[config.mk]
export PLATFORM = sky130hd
export DESIGN_NAME = priority_deadline_slot_scheduler
export DESIGN_NICKNAME = d
export VERILOG_FILES = /design/src/hdl/pdss_pkg.sv /design/src/hdl/priority_deadline_slot_scheduler.sv /design/src/hdl/pdss_front.sv /design/src/hdl/pdss_queue.sv /design/src/hdl/pdss_back.sv
export SDC_FILE = /design/constraint.sdc
export NUM_CORES = 1
export LEC_CHECK = 0
export ABC_AREA = 0
export BUFFER_PORTS_ARGS = -buffer_cell sky130_fd_sc_hd__buf_4
export CAP_MARGIN = 25
export CORE_ASPECT_RATIO = 1.5
export CORE_UTILIZATION = 60
export CTS_CLUSTER_DIAMETER = 120
export DETAILED_ROUTE_END_ITERATION = 8
export GPL_TIMING_DRIVEN = 0
export PLACE_DENSITY = 0.76
export SYNTH_ARGS = -nofsm -noshare
export SYNTH_HDL_FRONTEND = slang
export SYNTH_SLANG_ARGS = --single-unit
[constraint.sdc]
create_clock -name clk -period 7 [get_ports clk]
set_input_delay 1.4 -clock clk [delete_from_list [all_inputs] [get_ports clk]]
set_output_delay 1.4 -clock clk [all_outputs]
set_load 0.01 [all_outputs]
[src/hdl/pdss_pkg.sv]
package pdss_pkg;

	localparam int unsigned IDX_W  = 3;
	localparam int unsigned PRIO_W = 2;
	localparam int unsigned TIME_W = 32;

	localparam logic [1:0] ACT_REGISTER = 2'd0;
	localparam logic [1:0] ACT_POLL     = 2'd1;
	localparam logic [1:0] ACT_RESCHED  = 2'd2;

	localparam logic [1:0] KIND_NOP     = 2'd0;
	localparam logic [1:0] KIND_REG     = 2'd1;
	localparam logic [1:0] KIND_POLL    = 2'd2;
	localparam logic [1:0] KIND_RESCHED = 2'd3;

	localparam logic [TIME_W-1:0] IDLE_SLEEP_MS = 32'd1000;

	typedef struct packed {
		logic [1:0]        kind;
		logic [IDX_W-1:0]  slot;
		logic [PRIO_W-1:0] prio;
		logic [TIME_W-1:0] interval;
		logic [TIME_W-1:0] now;
	} cmd_t;

	function automatic logic wrap_before(logic [TIME_W-1:0] a, logic [TIME_W-1:0] b);
		logic [TIME_W-1:0] d;
		d = a - b;
		return d[TIME_W-1];
	endfunction

endpackage

[src/hdl/priority_deadline_slot_scheduler.sv]
// Priority deadline slot scheduler.
// Commands enter on start/busy: an item is taken at a rising edge where start
// is high and busy is low. action selects register (0), poll (1) or
// reschedule (2); slot_index, priority_level, interval_ms and now_ms go with it.
// A front stage decodes the item into a two-entry queue; busy rises only when
// that stage holds an item and the queue is full.
// Every item gives exactly one result, shown for one cycle with strobe high on
// found, selected_slot and sleep_ms. The receiver cannot stall; results leave
// in item order.
// The back end runs one item at a time. Register and unknown actions finish
// in the execute state, a reschedule of an active slot adds a read-wait state,
// and a poll scans the slot memory, reading one slot per cycle, then passes
// a drain and a done state.
// Reset clears all active bits and the queue; slot data is valid only once a
// slot has been registered.
module priority_deadline_slot_scheduler import pdss_pkg::*; #(
	parameter int unsigned NUM_SLOTS = 8
) (
	input  logic              clk,
	input  logic              arst_n,
	input  logic              start,
	output logic              busy,
	input  logic [1:0]        action,
	input  logic [IDX_W-1:0]  slot_index,
	input  logic [PRIO_W-1:0] priority_level,
	input  logic [TIME_W-1:0] interval_ms,
	input  logic [TIME_W-1:0] now_ms,
	output logic              strobe,
	output logic              found,
	output logic [IDX_W-1:0]  selected_slot,
	output logic [TIME_W-1:0] sleep_ms
);

	logic q_push;
	logic q_full;
	logic q_pop;
	logic q_empty;
	cmd_t q_wdata;
	cmd_t q_rdata;

	pdss_front #(.NUM_SLOTS(NUM_SLOTS)) u_front (
		.clk            (clk),
		.arst_n         (arst_n),
		.start          (start),
		.busy           (busy),
		.action         (action),
		.slot_index     (slot_index),
		.priority_level (priority_level),
		.interval_ms    (interval_ms),
		.now_ms         (now_ms),
		.q_full         (q_full),
		.q_push         (q_push),
		.q_data         (q_wdata)
	);

	pdss_queue u_queue (
		.clk       (clk),
		.arst_n    (arst_n),
		.push      (q_push),
		.push_data (q_wdata),
		.full      (q_full),
		.pop       (q_pop),
		.pop_data  (q_rdata),
		.empty     (q_empty)
	);

	pdss_back #(.NUM_SLOTS(NUM_SLOTS)) u_back (
		.clk           (clk),
		.arst_n        (arst_n),
		.q_empty       (q_empty),
		.q_data        (q_rdata),
		.q_pop         (q_pop),
		.strobe        (strobe),
		.found         (found),
		.selected_slot (selected_slot),
		.sleep_ms      (sleep_ms)
	);

endmodule

[src/hdl/pdss_front.sv]
module pdss_front import pdss_pkg::*; #(
	parameter int unsigned NUM_SLOTS = 8
) (
	input  logic              clk,
	input  logic              arst_n,
	input  logic              start,
	output logic              busy,
	input  logic [1:0]        action,
	input  logic [IDX_W-1:0]  slot_index,
	input  logic [PRIO_W-1:0] priority_level,
	input  logic [TIME_W-1:0] interval_ms,
	input  logic [TIME_W-1:0] now_ms,
	input  logic              q_full,
	output logic              q_push,
	output cmd_t              q_data
);

	logic valid_s1;
	cmd_t cmd_s1;
	cmd_t cmd_d;
	logic in_range;
	logic accept;

	assign in_range = {{(32-IDX_W){1'b0}}, slot_index} < 32'(NUM_SLOTS);

	always_comb begin
		cmd_d.slot     = slot_index;
		cmd_d.prio     = priority_level;
		cmd_d.interval = interval_ms;
		cmd_d.now      = now_ms;
		unique case (action)
			ACT_REGISTER: cmd_d.kind = in_range ? KIND_REG : KIND_NOP;
			ACT_POLL:     cmd_d.kind = KIND_POLL;
			ACT_RESCHED:  cmd_d.kind = in_range ? KIND_RESCHED : KIND_NOP;
			default:      cmd_d.kind = KIND_NOP;
		endcase
	end

	assign busy   = valid_s1 && q_full;
	assign accept = start && !busy;
	assign q_push = valid_s1 && !q_full;
	assign q_data = cmd_s1;

	always_ff @(posedge clk or negedge arst_n) begin
		if (!arst_n) begin
			valid_s1 <= 1'b0;
		end else if (accept) begin
			valid_s1 <= 1'b1;
		end else if (q_push) begin
			valid_s1 <= 1'b0;
		end
	end

	always_ff @(posedge clk) begin
		if (accept) begin
			cmd_s1 <= cmd_d;
		end
	end

endmodule

[src/hdl/pdss_queue.sv]
module pdss_queue import pdss_pkg::*; (
	input  logic clk,
	input  logic arst_n,
	input  logic push,
	input  cmd_t push_data,
	output logic full,
	input  logic pop,
	output cmd_t pop_data,
	output logic empty
);

	localparam int unsigned DEPTH = 2;
	localparam int unsigned PTR_W = $clog2(DEPTH);
	localparam int unsigned CNT_W = $clog2(DEPTH + 1);

	cmd_t             entry_q [DEPTH];
	logic [PTR_W-1:0] wr_ptr_q;
	logic [PTR_W-1:0] rd_ptr_q;
	logic [CNT_W-1:0] count_q;

	assign full     = count_q == CNT_W'(DEPTH);
	assign empty    = count_q == '0;
	assign pop_data = entry_q[rd_ptr_q];

	always_ff @(posedge clk or negedge arst_n) begin
		if (!arst_n) begin
			wr_ptr_q <= '0;
			rd_ptr_q <= '0;
			count_q  <= '0;
		end else begin
			if (push) begin
				wr_ptr_q <= (wr_ptr_q == PTR_W'(DEPTH - 1)) ? '0 : wr_ptr_q + 1'b1;
			end
			if (pop) begin
				rd_ptr_q <= (rd_ptr_q == PTR_W'(DEPTH - 1)) ? '0 : rd_ptr_q + 1'b1;
			end
			if (push && !pop) begin
				count_q <= count_q + 1'b1;
			end else if (pop && !push) begin
				count_q <= count_q - 1'b1;
			end
		end
	end

	always_ff @(posedge clk) begin
		if (push) begin
			entry_q[wr_ptr_q] <= push_data;
		end
	end

endmodule

[src/hdl/pdss_back.sv]
module pdss_back import pdss_pkg::*; #(
	parameter int unsigned NUM_SLOTS = 8
) (
	input  logic              clk,
	input  logic              arst_n,
	input  logic              q_empty,
	input  cmd_t              q_data,
	output logic              q_pop,
	output logic              strobe,
	output logic              found,
	output logic [IDX_W-1:0]  selected_slot,
	output logic [TIME_W-1:0] sleep_ms
);

	localparam int unsigned AW = (NUM_SLOTS > 1) ? $clog2(NUM_SLOTS) : 1;

	localparam logic [2:0] ST_IDLE   = 3'd0;
	localparam logic [2:0] ST_EXEC   = 3'd1;
	localparam logic [2:0] ST_RDWAIT = 3'd2;
	localparam logic [2:0] ST_SCAN   = 3'd3;
	localparam logic [2:0] ST_DRAIN  = 3'd4;
	localparam logic [2:0] ST_DONE   = 3'd5;

	logic [2:0]           state_q;
	cmd_t                 cmd_q;
	logic [AW-1:0]        cnt_q;
	logic [NUM_SLOTS-1:0] active_q;

	logic [PRIO_W-1:0] prio_mem [NUM_SLOTS];
	logic [TIME_W-1:0] int_mem  [NUM_SLOTS];
	logic [TIME_W-1:0] due_mem  [NUM_SLOTS];

	logic [AW-1:0]     rd_addr;
	logic [AW-1:0]     cmd_addr;
	logic [PRIO_W-1:0] rd_prio_s1;
	logic [TIME_W-1:0] rd_int_s1;
	logic [TIME_W-1:0] rd_due_s1;
	logic              scan_v_s1;
	logic              act_s1;
	logic [AW-1:0]     idx_s1;

	logic              any_q;
	logic              have_q;
	logic [TIME_W-1:0] dl_q;
	logic [PRIO_W-1:0] best_prio_q;
	logic [TIME_W-1:0] best_due_q;
	logic [AW-1:0]     best_idx_q;

	logic              upd_dl;
	logic              upd_best;
	logic              is_due;
	logic [TIME_W-1:0] diff;

	logic              mem_we;
	logic [TIME_W-1:0] due_wdata;

	assign cmd_addr = AW'(cmd_q.slot);
	assign rd_addr  = (state_q == ST_SCAN) ? cnt_q : cmd_addr;
	assign q_pop    = (state_q == ST_IDLE) && !q_empty;

	assign is_due   = !wrap_before(cmd_q.now, rd_due_s1);
	assign upd_dl   = scan_v_s1 && act_s1 && (!any_q || wrap_before(rd_due_s1, dl_q));
	assign upd_best = scan_v_s1 && act_s1 && is_due &&
		(!have_q || rd_prio_s1 > best_prio_q ||
		 (rd_prio_s1 == best_prio_q && wrap_before(rd_due_s1, best_due_q)));

	assign diff = any_q ? (dl_q - cmd_q.now) : IDLE_SLEEP_MS;

	assign mem_we    = ((state_q == ST_EXEC) && (cmd_q.kind == KIND_REG)) ||
		(state_q == ST_RDWAIT);
	assign due_wdata = (state_q == ST_RDWAIT) ? (cmd_q.now + rd_int_s1) : cmd_q.now;

	always_ff @(posedge clk or negedge arst_n) begin
		if (!arst_n) begin
			state_q   <= ST_IDLE;
			cnt_q     <= '0;
			active_q  <= '0;
			strobe    <= 1'b0;
			scan_v_s1 <= 1'b0;
			any_q     <= 1'b0;
			have_q    <= 1'b0;
		end else begin
			strobe    <= 1'b0;
			scan_v_s1 <= state_q == ST_SCAN;
			if (upd_dl) begin
				any_q <= 1'b1;
			end
			if (upd_best) begin
				have_q <= 1'b1;
			end
			unique case (state_q)
				ST_IDLE: begin
					if (!q_empty) begin
						state_q <= ST_EXEC;
					end
				end
				ST_EXEC: begin
					case (cmd_q.kind)
						KIND_REG: begin
							active_q[cmd_addr] <= 1'b1;
							strobe             <= 1'b1;
							state_q            <= ST_IDLE;
						end
						KIND_RESCHED: begin
							if (active_q[cmd_addr]) begin
								state_q <= ST_RDWAIT;
							end else begin
								strobe  <= 1'b1;
								state_q <= ST_IDLE;
							end
						end
						KIND_POLL: begin
							cnt_q   <= '0;
							any_q   <= 1'b0;
							have_q  <= 1'b0;
							state_q <= ST_SCAN;
						end
						default: begin
							strobe  <= 1'b1;
							state_q <= ST_IDLE;
						end
					endcase
				end
				ST_RDWAIT: begin
					strobe  <= 1'b1;
					state_q <= ST_IDLE;
				end
				ST_SCAN: begin
					if (cnt_q == AW'(NUM_SLOTS - 1)) begin
						state_q <= ST_DRAIN;
					end else begin
						cnt_q <= cnt_q + 1'b1;
					end
				end
				ST_DRAIN: begin
					state_q <= ST_DONE;
				end
				ST_DONE: begin
					strobe  <= 1'b1;
					state_q <= ST_IDLE;
				end
				default: begin
					state_q <= ST_IDLE;
				end
			endcase
		end
	end

	always_ff @(posedge clk) begin
		if (q_pop) begin
			cmd_q <= q_data;
		end
		if (mem_we) begin
			due_mem[cmd_addr] <= due_wdata;
		end
		if ((state_q == ST_EXEC) && (cmd_q.kind == KIND_REG)) begin
			prio_mem[cmd_addr] <= cmd_q.prio;
			int_mem[cmd_addr]  <= cmd_q.interval;
		end
		rd_prio_s1 <= prio_mem[rd_addr];
		rd_int_s1  <= int_mem[rd_addr];
		rd_due_s1  <= due_mem[rd_addr];
		act_s1     <= active_q[cnt_q];
		idx_s1     <= cnt_q;
		if (upd_dl) begin
			dl_q <= rd_due_s1;
		end
		if (upd_best) begin
			best_prio_q <= rd_prio_s1;
			best_due_q  <= rd_due_s1;
			best_idx_q  <= idx_s1;
		end
		if (state_q == ST_DONE) begin
			found         <= have_q;
			selected_slot <= have_q ? IDX_W'(best_idx_q) : '0;
			sleep_ms      <= (!have_q && diff != '0 && !diff[TIME_W-1]) ? diff : '0;
		end else begin
			found         <= 1'b0;
			selected_slot <= '0;
			sleep_ms      <= '0;
		end
	end

	a_strobe_source: assert property (@(posedge clk) disable iff (!arst_n)
		strobe |-> ($past(state_q) == ST_EXEC || $past(state_q) == ST_RDWAIT ||
			$past(state_q) == ST_DONE))
		else $error("result strobe without a finishing state");

	a_found_quiet: assert property (@(posedge clk) disable iff (!arst_n)
		strobe && found |-> sleep_ms == '0)
		else $error("found result carries a nonzero sleep time");

	a_pop_idle: assert property (@(posedge clk) disable iff (!arst_n)
		q_pop |=> state_q == ST_EXEC)
		else $error("popped item not executed");

	a_scan_len: assert property (@(posedge clk) disable iff (!arst_n)
		state_q == ST_DRAIN |-> $past(state_q) == ST_SCAN && cnt_q == AW'(NUM_SLOTS - 1))
		else $error("poll scan ended early");

endmodule

==> impl_metrics.yaml, run 1 <==
synthesis:
  syn_area_mm2: 0.04068
  ys_warn_count: 0
  syn_avg_cell_area_um2: 17.62
  synth-main-ff-cell: "edfxtp_1"
  async_flop_share: 0.02277
  yosysTopAreaCellShare: 0.6503
  syn_inst: 2309
  synth_nets: 2545
  yosysTopAreaCell: "edfxtp_1"
  synth_edf_count: 881
  ys_types: 73
  synth_area_leaders: "edfxtp_1 (65%), mux4_2 (7.5%), dfxtp_1 (5.2%)"
  synth-seq-cells: 1010
  synth.yosys.seq_area_share: 0.7166
setup_path:
  rr_endpoint: "u_back.due_mem[5][30]$_DFFE_PP_"
  crit_fanout: 8
  cp.required_ps: 7320
  slowest_delay_ps: 810
  critPathCaptureType: "flip-flop"
  crit_family: "compound AO/OA/AOI/OAI gates"
  critPathSlowestCell: "edfxtp_1"
  arrival_ps: 5210
  crit_buf_inv: 1
  r2r-start: "u_back.cmd_q[1]$_DFFE_PP_"
  startpoint: "u_back.cmd_q[1]$_DFFE_PP_"
  reg2reg_depth: 12
  crit_path_start_kind: "flip-flop"
  r2r_setup_slack_ps: 2110
  crit_type: "reg -> reg"
  path_cells: "inv_1 -> fa_1 -> nor2b_1 -> o31a_1 -> o2111a_1 -> o21ai_0 -> a21oi_1 -> nand4_1 -> a31oi_1 -> a21oi_1 -> xor2_1 -> o21ai_0"
cells_and_area:
  final_nets: 2799
  area_delta_synth_final_pct: 14.22
  final_layout_size_suffix_gt1_frac: 0.2490
cts:
  cts-htree-levels: 3
  clk_path_buf_depth: 3
  clock-sinks: 1010
  ctsRootBufferMaster: "clkbuf_16"
  cts_setup_buffers: 0
  cts_repair_resize_count: 0
  hold_buffers: 0
  clkTransAtPathRegs_ps: 70
  clkLatencyLatePin_ps: 660
  cts_made_buffers: 88
  cts_tree: "yes"
timing:
  rsz0062_at_grt: "false"
  fin_crit_sh: 0.6993
  setup_viol: 0
  finClkSkew_ps: 35.65
  hold_viol: 0
  slew_violations: 0
  whs_ps: 405.3
  fmax_mhz: 204.3
  worst_pin_slew_ps: 1055
  slew_headroom: 0.2967
  period_minus_slack_ps: 4895
  setup_tns_ps: 0
  setup_slack_ps: 2105
pwr:
  power_density_mw_per_mm2: 478.6
  power_leakage_uw: 0.01701
  finalPower_uw: 22240
  peakVddDrop_mv: 0.4360
place:
  hpwl_um: 64510
  io_buffers: 111
  pre_cts_slack_ps: 2231
  gp_congestion: 0.9036
die:
  start_util: 0.6080
  fp.dieH_um: 320.9
  die_w_um: 214.6
  ios: 112
  rows: 116
  core_area_mm2: 0.06691
  dieArea_mm2: 0.06887
routing:
  dr_total_vias: 21360
  vias_per_cell: 6.066
  drc: 0
  first_iter_violations: 1584
  ant_nets: 0
  finalWirelength_um: 92260
  drt-pass1-iter-count: 6
  wire_per_inst_um: 26.20
worst_hold_path:
  hold_path_class: "reg -> reg"
  holdPathEnd: "u_back.best_idx_q[2]$_DFFE_PP_"
  hold_depth: 0
  hp-start: "u_back.idx_s1[2]$_DFF_P_"
global_route:
  grt_pass1_vias: 22430
  grt_pass1_wl_um: 136700
  grt.total_usage: 0.2730
  grt_overflow: 0
  antenna_found_initial: 1
  grt_max_degree: 72
job:
  drv_cap: 0
status:
  status: "finished clean"
[report_power, final]
group	internal, uW	switching, uW
registers	8580	1170
logic	3210	4210
clock network	2940	2130
[cell usage in the layout, fill, tap and decap left out, types with 6 or more instances in the layout]
master        n
edfxtp_1    881
ha_1        160
inv_1       144
mux2_2      140
mux4_2      135
buf_4       134
dfxtp_1     106
clkbuf_16    92
a21oi_1      71
o21ai_0      71
nand2_1      70
a21o_1       64
nor2_1       57
clkbuf_1     47
xnor2_1      31
xor2_1       29
buf_6        23
dfrtp_1      23
nand2b_1     21
and3_1       18
nand4_1      17
buf_2        17
o21a_1       16
nor3_1       16
or2_2        14
nand3_1      14
bufinv_16    13
clkinv_1     12
clkinv_2     12
buf_12       12
nor2b_1      10
a211oi_1     10
nor2_4        9
mux2i_1       7
a211o_1       6
nor3_2        6
clkinvlp_4    6
[worst reg2reg max path: cells and delay by family, from the launching register on]
kind	cells	cell delay (ps)
xor gates and xnor gates	1	180
adders and majority gates	1	520
AOI/OAI and AO/OA	7	2340
DFF	1	810
and+or+nand+nor	2	350
buffers and inverters	1	370
[state kept, by name, summed over array words and instances (netlist names), 68 cells and up]
signal	flops
u_back.cmd_q	68
u_back.due_mem	256
u_queue.entry_q	142
u_back.int_mem	256
u_front.q_data	71
[worst max path at each step]
stage | end | slack, ps | cells after the start
final | u_back.due_mem[5][30]$_DFFE_PP_ | 2110 | 12
after global routing | u_back.due_mem[5][30]$_DFFE_PP_ | 2070 | 12
after CTS | u_back.due_mem[5][30]$_DFFE_PP_ | 2210 | 12
after detailed placement | u_back.due_mem[5][30]$_DFFE_PP_ | 2230 | 12
after global placement | u_back.active_q[4]$_DFFE_PN0P_ | -2310 | 5
after floorplan | u_back.best_due_q[0]$_DFFE_PP_ | 1920 | 11
[layer usage]
metal,vias up,GRT usage,part of all wire,routed length (um)
li1,9472,-,-,-
met4,2,0.1622,0.061,5585
met1,10790,0.2980,0.35,32180
met3,271,0.04274,0.053,4919
met2,829,0.5004,0.54,49560
met5,-,0,0.00022,20
[per-stage QoR]
step                instances  area [um^2]  utilization
floorplan                2309        40680            -
global placement         3305        42620       0.6370
detailed placement       3357        43430       0.6491
CTS                      3519        46460       0.6943
global route             3520        46470       0.6945
finish                   3521        46470       0.6945
[Yosys cell counts (3+ instances only)]
master	number
nor2_1	66
o31ai_1	5
nand3_1	14
nand2_1	70
a2111oi_0	4
a21oi_2	3
o2111ai_1	4
a211oi_1	10
mux2i_1	7
nor4_1	6
a21boi_0	4
clkbuf_1	30
mux4_2	135
buf_4	8
xor2_1	29
buf_2	17
mux2_2	140
o21a_1	16
or4_1	3
inv_1	145
buf_1	3
a31oi_1	5
dfxtp_1	106
nand2b_1	21
o211ai_1	3
nand3b_1	4
ha_1	160
o21ai_0	71
o21bai_1	4
o31a_1	3
a211o_1	6
or2_2	14
nor3b_1	4
a21oi_1	72
a31o_2	3
o21ai_1	4
a21o_1	64
edfxtp_1	881
nand4_1	17
dfrtp_1	23
nor3_1	22
nor2b_1	10
and3_1	19
xnor2_1	31
and2_1	6
[cell families (layout without fill, tap and decap cells)]
family | count (synthesis) | count (layout) | share of synthesized area
xor+xnor | 60 | 60 | 0.01292
other cells | 1 | 2 | 0.00009218
fa+ha+maj | 162 | 162 | 0.05019
mux | 282 | 282 | 0.1152
flops | 1010 | 1010 | 0.7166
buf+inv | 206 | 532 | 0.02064
simple gates | 291 | 291 | 0.03663
compound gates | 297 | 297 | 0.04770
[final cells by class]
| cell class | count | area (um^2) |
|---|---|---|
| Clock buffer | 113 | 2421 |
| Fill cell | 4170 | 20440 |
| Buffer | 60 | 291.5 |
| Antenna cell | 1 | 2.502 |
| Inverter | 146 | 550.5 |
| Multi-Input combinational cell | 1093 | 10820 |
| Timing Repair Buffer | 164 | 1515 |
| Tap cell | 885 | 1107 |
| Clock inverter | 49 | 608.1 |
| Sequential cell | 1010 | 29150 |
No activity file was read; power rests on OpenSTA's default activity.
==> inputs of run 2 (changes only) <==
--- a/config.mk
+++ b/config.mk
@@ -5,15 +5,15 @@
 export SDC_FILE = /design/constraint.sdc
 export NUM_CORES = 1
 export LEC_CHECK = 0
-export ABC_AREA = 0
+export ABC_AREA = 1
 export BUFFER_PORTS_ARGS = -buffer_cell sky130_fd_sc_hd__buf_4
 export CAP_MARGIN = 25
 export CORE_ASPECT_RATIO = 1.5
-export CORE_UTILIZATION = 60
+export CORE_UTILIZATION = 56
 export CTS_CLUSTER_DIAMETER = 120
 export DETAILED_ROUTE_END_ITERATION = 8
 export GPL_TIMING_DRIVEN = 0
-export PLACE_DENSITY = 0.76
+export PLACE_DENSITY = 0.75
 export SYNTH_ARGS = -nofsm -noshare
 export SYNTH_HDL_FRONTEND = slang
 export SYNTH_SLANG_ARGS = --single-unit
==> constraint.sdc (replaced) <==
create_clock -name clk -period 4.25 [get_ports clk]
set_input_delay 0.85 -clock clk [delete_from_list [all_inputs] [get_ports clk]]
set_output_delay 0.85 -clock clk [all_outputs]
set_load 0.01 [all_outputs]
==> run 2 against run 1 <==
- worst hold slack worse by 320 ps
- sequential power up 64%
- global-route usage up 2.2 points
- flip-flop and latch count unchanged
- power up 80%
- non-clock buffer count up 55
- via count up 34%
- clock power up 60%
- synthesized area up 4.5%
- wire length up 22%
- count of clock-buffer cells in the layout down 2
- sequential share of layout area down 2.4 points
- largest cell class unchanged
==> impl_metrics.yaml, run 2 <==
synthesis:
  syn_avg_cell_area_um2: 11.60
  syn_area_mm2: 0.04253
  ys_warn_count: 0
  synth-seq-cells: 1010
  synth_most_common_cell: "edfxtp_1"
  async_flop_share: 0.02277
  synthTopCellsByCount: "edfxtp_1 (881), nand2_1 (617), nor2_1 (560), inv_1 (349), o21ai_0 (268)"
  synth_area_leaders: "edfxtp_1 (62%), nand2_1 (5.4%), dfxtp_1 (5.0%)"
  yosysTopAreaCell: "edfxtp_1"
  synth_nets: 3902
  synth-main-ff-cell: "edfxtp_1"
  yosysTopAreaCellShare: 0.6220
  synth.yosys.seq_area_share: 0.6854
  ys_types: 47
  synth_edf_count: 881
  syn_inst: 3666
cts:
  cts-htree-levels: 3
  ctsRootBufferMaster: "clkbuf_16"
  cts_repair_resize_count: 0
  hold_buffers: 0
  clkTransAtPathRegs_ps: 60
  clk_path_buf_depth: 3
  cts_tree: "yes"
  cts_setup_buffers: 0
  clock-sinks: 1010
  clkLatencyLatePin_ps: 680
  cts_made_buffers: 90
setup_path:
  critPathCaptureType: "flip-flop"
  cp.required_ps: 4570
  r2r-start: "u_back.cmd_q[1]$_DFFE_PP_"
  critPathSlowestCell: "o21ai_0"
  slowest_delay_ps: 850
  path_cells: "inv_1 -> fa_1 -> o21ai_1 -> a21oi_1 -> o21ai_0 -> a21oi_1 -> xor2_1 -> o21ai_0"
  rr_endpoint: "u_back.due_mem[0][12]$_DFFE_PP_"
  arrival_ps: 4510
  crit_path_start_kind: "flip-flop"
  crit_fanout: 8
  reg2reg_depth: 8
  crit_type: "reg -> reg"
  r2r_setup_slack_ps: 60
routing:
  wire_per_inst_um: 22.49
  vias_per_cell: 5.724
  first_iter_violations: 2645
  drc: 0
  drt-pass1-iter-count: 6
  ant_nets: 0
  dr_total_vias: 28530
  finalWirelength_um: 112100
place:
  pre_cts_slack_ps: 64.54
  placedCellCount: 4811
  io_buffers: 111
  gp_congestion: 0.9878
  hpwl_um: 79990
pwr:
  p_sw_frac: 0.4141
  power_leakage_uw: 0.01877
  power_density_mw_per_mm2: 828.1
  clkPwrFrac: 0.202
  power.switching_uw: 16570
  p_seq_frac: 0.401
  p_int_uw: 23450
  peakVddDrop_mv: 0.4952
  power.share.combinational: 0.397
cells_and_area:
  diodes: 0
  area_delta_synth_final_pct: 13.63
  final_nets: 4143
  finalNonFillerCells: 4984
  layout_common_cells: "edfxtp_1 (881), nand2_1 (617), nor2_1 (541), inv_1 (347), o21ai_0 (261)"
  top_regs: "u_back.due_mem (256), u_back.int_mem (256), u_queue.entry_q (142)"
  layout_commonest_cell: "edfxtp_1"
  final_layout_size_suffix_gt1_frac: 0.09438
  final_core_util: 0.6435
die:
  core_area_mm2: 0.07510
  die_w_um: 227.0
  dieArea_mm2: 0.07708
  rows: 123
  fp.dieH_um: 339.5
  start_util: 0.5663
  ios: 112
timing:
  finClkSkew_ps: 34.48
  rsz0062_at_grt: "false"
  setup_viol: 0
  fmax_mhz: 238.5
  fin_crit_sh: 0.9867
  setup_slack_ps: 56.48
  period_minus_slack_ps: 4194
  whs_ps: 85.11
  slew_headroom: 0.1327
  worst_pin_slew_ps: 1287
  hold_viol: 0
  slew_violations: 0
global_route:
  grt.total_usage: 0.2946
  antenna_found_initial: 5
  grt_pass1_wl_um: 165300
  grt_pass1_vias: 28310
  grt_max_degree: 72
  grt_overflow: 0
job:
  drv_cap: 0
status:
  status: "finished clean"
worst_hold_path:
  hold_path_class: "in -> async"
-- run 2: kinds of logic (layout without fill, tap and decap cells) --
family / Yosys count / after routing / synth area share
AOI/OAI and AO/OA: 644 / 644 / 0.09084
xor gates and xnor gates: 26 / 26 / 0.005354
adders and majority gates: 162 / 162 / 0.04801
buffers and inverters: 483 / 801 / 0.04516
DFF: 1010 / 1010 / 0.6854
other: 1 / 1 / 0.00008817
and+or+nand+nor: 1340 / 1340 / 0.1251
-- run 2: worst max-delay path by stage --
stage | start | end | slack [ps] | cells past startpoint
6_report | u_back.cmd_q[1]$_DFFE_PP_ | u_back.due_mem[0][12]$_DFFE_PP_ | 60 | 8
5_1_grt | u_back.cmd_q[1]$_DFFE_PP_ | u_back.due_mem[0][12]$_DFFE_PP_ | 20 | 8
4_1_cts | u_back.cmd_q[1]$_DFFE_PP_ | u_back.due_mem[0][16]$_DFFE_PP_ | 20 | 10
3_5_place_dp | u_back.cmd_q[1]$_DFFE_PP_ | u_back.due_mem[0][16]$_DFFE_PP_ | 60 | 10
3_3_place_gp | u_queue.count_q[0]$_DFFE_PN0P_ | u_queue.entry_q[1][33]$_DFFE_PP_ | -1690 | 4
2_1_floorplan | u_queue.count_q[0]$_DFFE_PN0P_ | u_queue.entry_q[1][0]$_DFFE_PP_ | 20 | 4
-- run 2: cell type report --
class | count | area [um^2]
Sequential cell | 1010 | 29150
Tap cell | 1000 | 1251
Timing Repair Buffer | 149 | 1436
Fill cell | 5659 | 26770
Clock inverter | 58 | 559.3
Buffer | 130 | 595.6
Inverter | 353 | 1330
Clock buffer | 111 | 2384
Multi-Input combinational cell | 2173 | 11620
-- run 2: worst max-delay path, delay by kind of cell, from the launching register on --
kind	cells	cell delay, ps
buffers and inverters	1	380
xor gates and xnor gates	1	190
DFF	1	800
adders and majority gates	1	530
AOI/OAI and AO/OA	5	1920
-- run 2: routing by layer --
| layer | share of wire | global-route usage | wire (um) |
|---|---|---|---|
| met4 | 0.072 | 0.2016 | 8045 |
| met2 | 0.52 | 0.5263 | 58590 |
| met1 | 0.33 | 0.3079 | 37530 |
| met5 | 0.00051 | 0 | 57 |
| met3 | 0.070 | 0.05877 | 7880 |
-- run 2: power by group through the flow --
| stage | Combinational [uW] | Clock [uW] | Sequential [uW] |
|---|---|---|---|
| floorplan | 9920 | 0 | 15200 |
| global placement | 14600 | 0 | 16300 |
| detailed placement | 15500 | 0 | 16200 |
| CTS | 15600 | 8160 | 16000 |
| global route | 17300 | 8560 | 16100 |
| finish | 15900 | 8100 | 16000 |
-- run 2: stage by stage --
| stage | TNS, ps | power (uW) | area [um^2] |
|---|---|---|---|
| 6_report | 0 | 40020 | 48330 |
| 2_1_floorplan | 0 | 25150 | 42530 |
| 5_1_grt | 0 | 42030 | 48330 |
| 4_1_cts | 0 | 39730 | 48290 |
| 3_5_place_dp | 0 | 31650 | 45350 |
| 3_3_place_gp | -400970 | 30950 | 44620 |
==> inputs of run 3 (changes only) <==
--- a/config.mk
+++ b/config.mk
@@ -6,13 +6,14 @@
 export NUM_CORES = 1
 export LEC_CHECK = 0
 export ABC_AREA = 1
-export BUFFER_PORTS_ARGS = -buffer_cell sky130_fd_sc_hd__buf_4
+export BUFFER_PORTS_ARGS = -buffer_cell sky130_fd_sc_hd__buf_2
 export CAP_MARGIN = 25
 export CORE_ASPECT_RATIO = 1.5
 export CORE_UTILIZATION = 56
 export CTS_CLUSTER_DIAMETER = 120
 export DETAILED_ROUTE_END_ITERATION = 8
 export GPL_TIMING_DRIVEN = 0
+export MAX_ROUTING_LAYER = met4
 export PLACE_DENSITY = 0.75
 export SYNTH_ARGS = -nofsm -noshare
 export SYNTH_HDL_FRONTEND = slang
==> run 3 against run 2 <==
- combinational power about the same
- register-to-register slack better by 40 ps
- critical path depth unchanged
- non-clock buffer count down 4
- sequential power about the same
- first-iteration DRC count down 10%
- wire length down 0.99%
- sequential share of layout area up 0.35 points
- critical endpoint is now u_back.due_mem[2][14]$_DFFE_PP_
- largest cell class unchanged
- highest routed layer is now met4
==> impl_metrics.yaml, run 3 (synthesized netlist as in run 2, its figures left out) <==
place:
  io_buffers: 111
  place_area_mm2: 0.04504
  hpwl_um: 80520
  gp_congestion: 0.9851
  pre_cts_slack_ps: 157.9
pwr:
  peakVddDrop_mv: 0.5668
  clkPwrFrac: 0.205
  p_int_uw: 23500
  p_seq_frac: 0.402
  power.share.combinational: 0.393
  p_sw_frac: 0.4114
  power.switching_uw: 16420
  power_leakage_uw: 0.01869
  power_density_mw_per_mm2: 830.9
routing:
  wire_per_inst_um: 22.29
  drc: 0
  vias_per_cell: 5.693
  ant_nets: 0
  first_iter_violations: 2380
  drt-pass1-iter-count: 6
  finalWirelength_um: 111000
  dr_total_vias: 28350
setup_path:
  r2r_setup_slack_ps: 100
  reg2reg_depth: 8
  rr_endpoint: "u_back.due_mem[2][14]$_DFFE_PP_"
  cp.required_ps: 4570
  crit_type: "reg -> reg"
  crit_path_start_kind: "flip-flop"
  critPathCaptureType: "flip-flop"
  arrival_ps: 4460
  r2r-start: "u_back.cmd_q[1]$_DFFE_PP_"
  crit_fanout: 8
cells_and_area:
  area_delta_synth_final_pct: 12.96
  final_nets: 4138
  multi_input_area_mm2: 0.01162
  fill_cells: 5787
  seq_area_mm2: 0.02915
  layout_common_cells: "edfxtp_1 (881), nand2_1 (617), nor2_1 (541), inv_1 (347), o21ai_0 (262)"
  final_layout_size_suffix_gt1_frac: 0.09356
  top_regs: "u_back.due_mem (256), u_back.int_mem (256), u_queue.entry_q (142)"
  final_cell_area_mm2: 0.04805
  layout_commonest_cell: "edfxtp_1"
cts:
  cts_tree: "yes"
  cts_repair_resize_count: 0
  cts-htree-levels: 3
  clock-sinks: 1010
  clkLatencyLatePin_ps: 670
  cts_made_buffers: 89
  cts_setup_buffers: 0
  hold_buffers: 0
  ctsRootBufferMaster: "clkbuf_16"
  clk_path_buf_depth: 3
  clkTransAtPathRegs_ps: 70
timing:
  setup_viol: 0
  fin_crit_sh: 0.9763
  rsz0062_at_grt: "false"
  period_minus_slack_ps: 4149
  setup_slack_ps: 100.9
  setup_tns_ps: 0
  worst_pin_slew_ps: 1110
  finClkSkew_ps: 22.48
  fmax_mhz: 241.0
  slew_headroom: 0.2522
  slew_violations: 0
  hold_viol: 0
  whs_ps: 187.3
die:
  dieArea_mm2: 0.07708
  ios: 112
  die_w_um: 227.0
  core_area_mm2: 0.07510
  start_util: 0.5663
  rows: 123
  fp.dieH_um: 339.5
global_route:
  grt_overflow: 0
  antenna_found_initial: 4
  grt_pass1_wl_um: 164700
  grt_pass1_vias: 28460
  grt.total_usage: 0.3016
  grt_max_degree: 72
status:
  status: "finished clean"
worst_hold_path:
  hold_path_class: "in -> async"
job:
  drv_cap: 0
run 3: cell count changes in the layout (fill, tap and decap cells not counted), moves of 3 or more:
cell | before | now
clkbuf_8 | 1 | 4
clkinv_2 | 26 | 17
bufinv_16 | 7 | 10
buf_4 | 133 | 18
buf_2 | 38 | 150
diode_2 | 0 | 4
clkinv_4 | 2 | 6
run 3: layer usage:
layer | wire, um | vias up | GRT usage
met3 | 6325 | 377 | 0.04233
met1 | 38200 | 13580 | 0.3098
met5 | 0 | - | -
li1 | - | 13280 | -
met4 | 7822 | 0 | 0.1957
met2 | 58650 | 1123 | 0.5319
run 3: area by class of cell:
| cell class | count | share of cell area |
|---|---|---|
| antenna | 4 | 0.0002083 |
| inverter | 353 | 0.02768 |
| tap | 1000 | 0.02604 |
| timing repair buffer | 145 | 0.02297 |
| sequential | 1010 | 0.6068 |
| clock inverter | 55 | 0.01276 |
| multi-input combinational | 2173 | 0.2419 |
| buffer | 130 | 0.01240 |
| clock buffer | 110 | 0.04927 |
run 3: how the worst max path moves through the flow:
stage	start	end	slack [ps]
after global routing	u_back.cmd_q[1]$_DFFE_PP_	u_back.due_mem[1][12]$_DFFE_PP_	10
after floorplan	u_queue.count_q[0]$_DFFE_PN0P_	u_queue.entry_q[1][0]$_DFFE_PP_	20
after global placement	u_queue.count_q[0]$_DFFE_PN0P_	u_queue.entry_q[1][33]$_DFFE_PP_	-1660
after CTS	u_back.cmd_q[1]$_DFFE_PP_	u_back.due_mem[1][20]$_DFFE_PP_	130
after detailed placement	u_back.cmd_q[1]$_DFFE_PP_	u_back.due_mem[3][20]$_DFFE_PP_	160
final	u_back.cmd_q[1]$_DFFE_PP_	u_back.due_mem[2][14]$_DFFE_PP_	100
run 3: worst max-delay path: stages (launching register included):
cell and delay (ps):
edfxtp_1 800, inv_1 370, fa_1 520, o21ai_1 270, a21oi_1 170, o21ai_1 400
a21oi_1 260, xor2_1 200, o21ai_0 800
run 3: power groups by stage:
stage	combinational, uW	clock, uW	sequential [uW]
after CTS	15500	8250	16000
after detailed placement	15300	0	16200
after floorplan	9920	0	15200
final	15700	8190	16000
after global routing	17200	8630	16100
after global placement	14600	0	16300
run 3: per-stage QoR:
| step | std cells | util | total power [uW] |
|---|---|---|---|
| global placement | 4777 | 0.5904 | 30900 |
| global route | 4980 | 0.6397 | 41930 |
| floorplan | 3666 | - | 25150 |
| CTS | 4974 | 0.6394 | 39750 |
| detailed placement | 4809 | 0.5997 | 31550 |
| finish | 4980 | 0.6397 | 39920 |
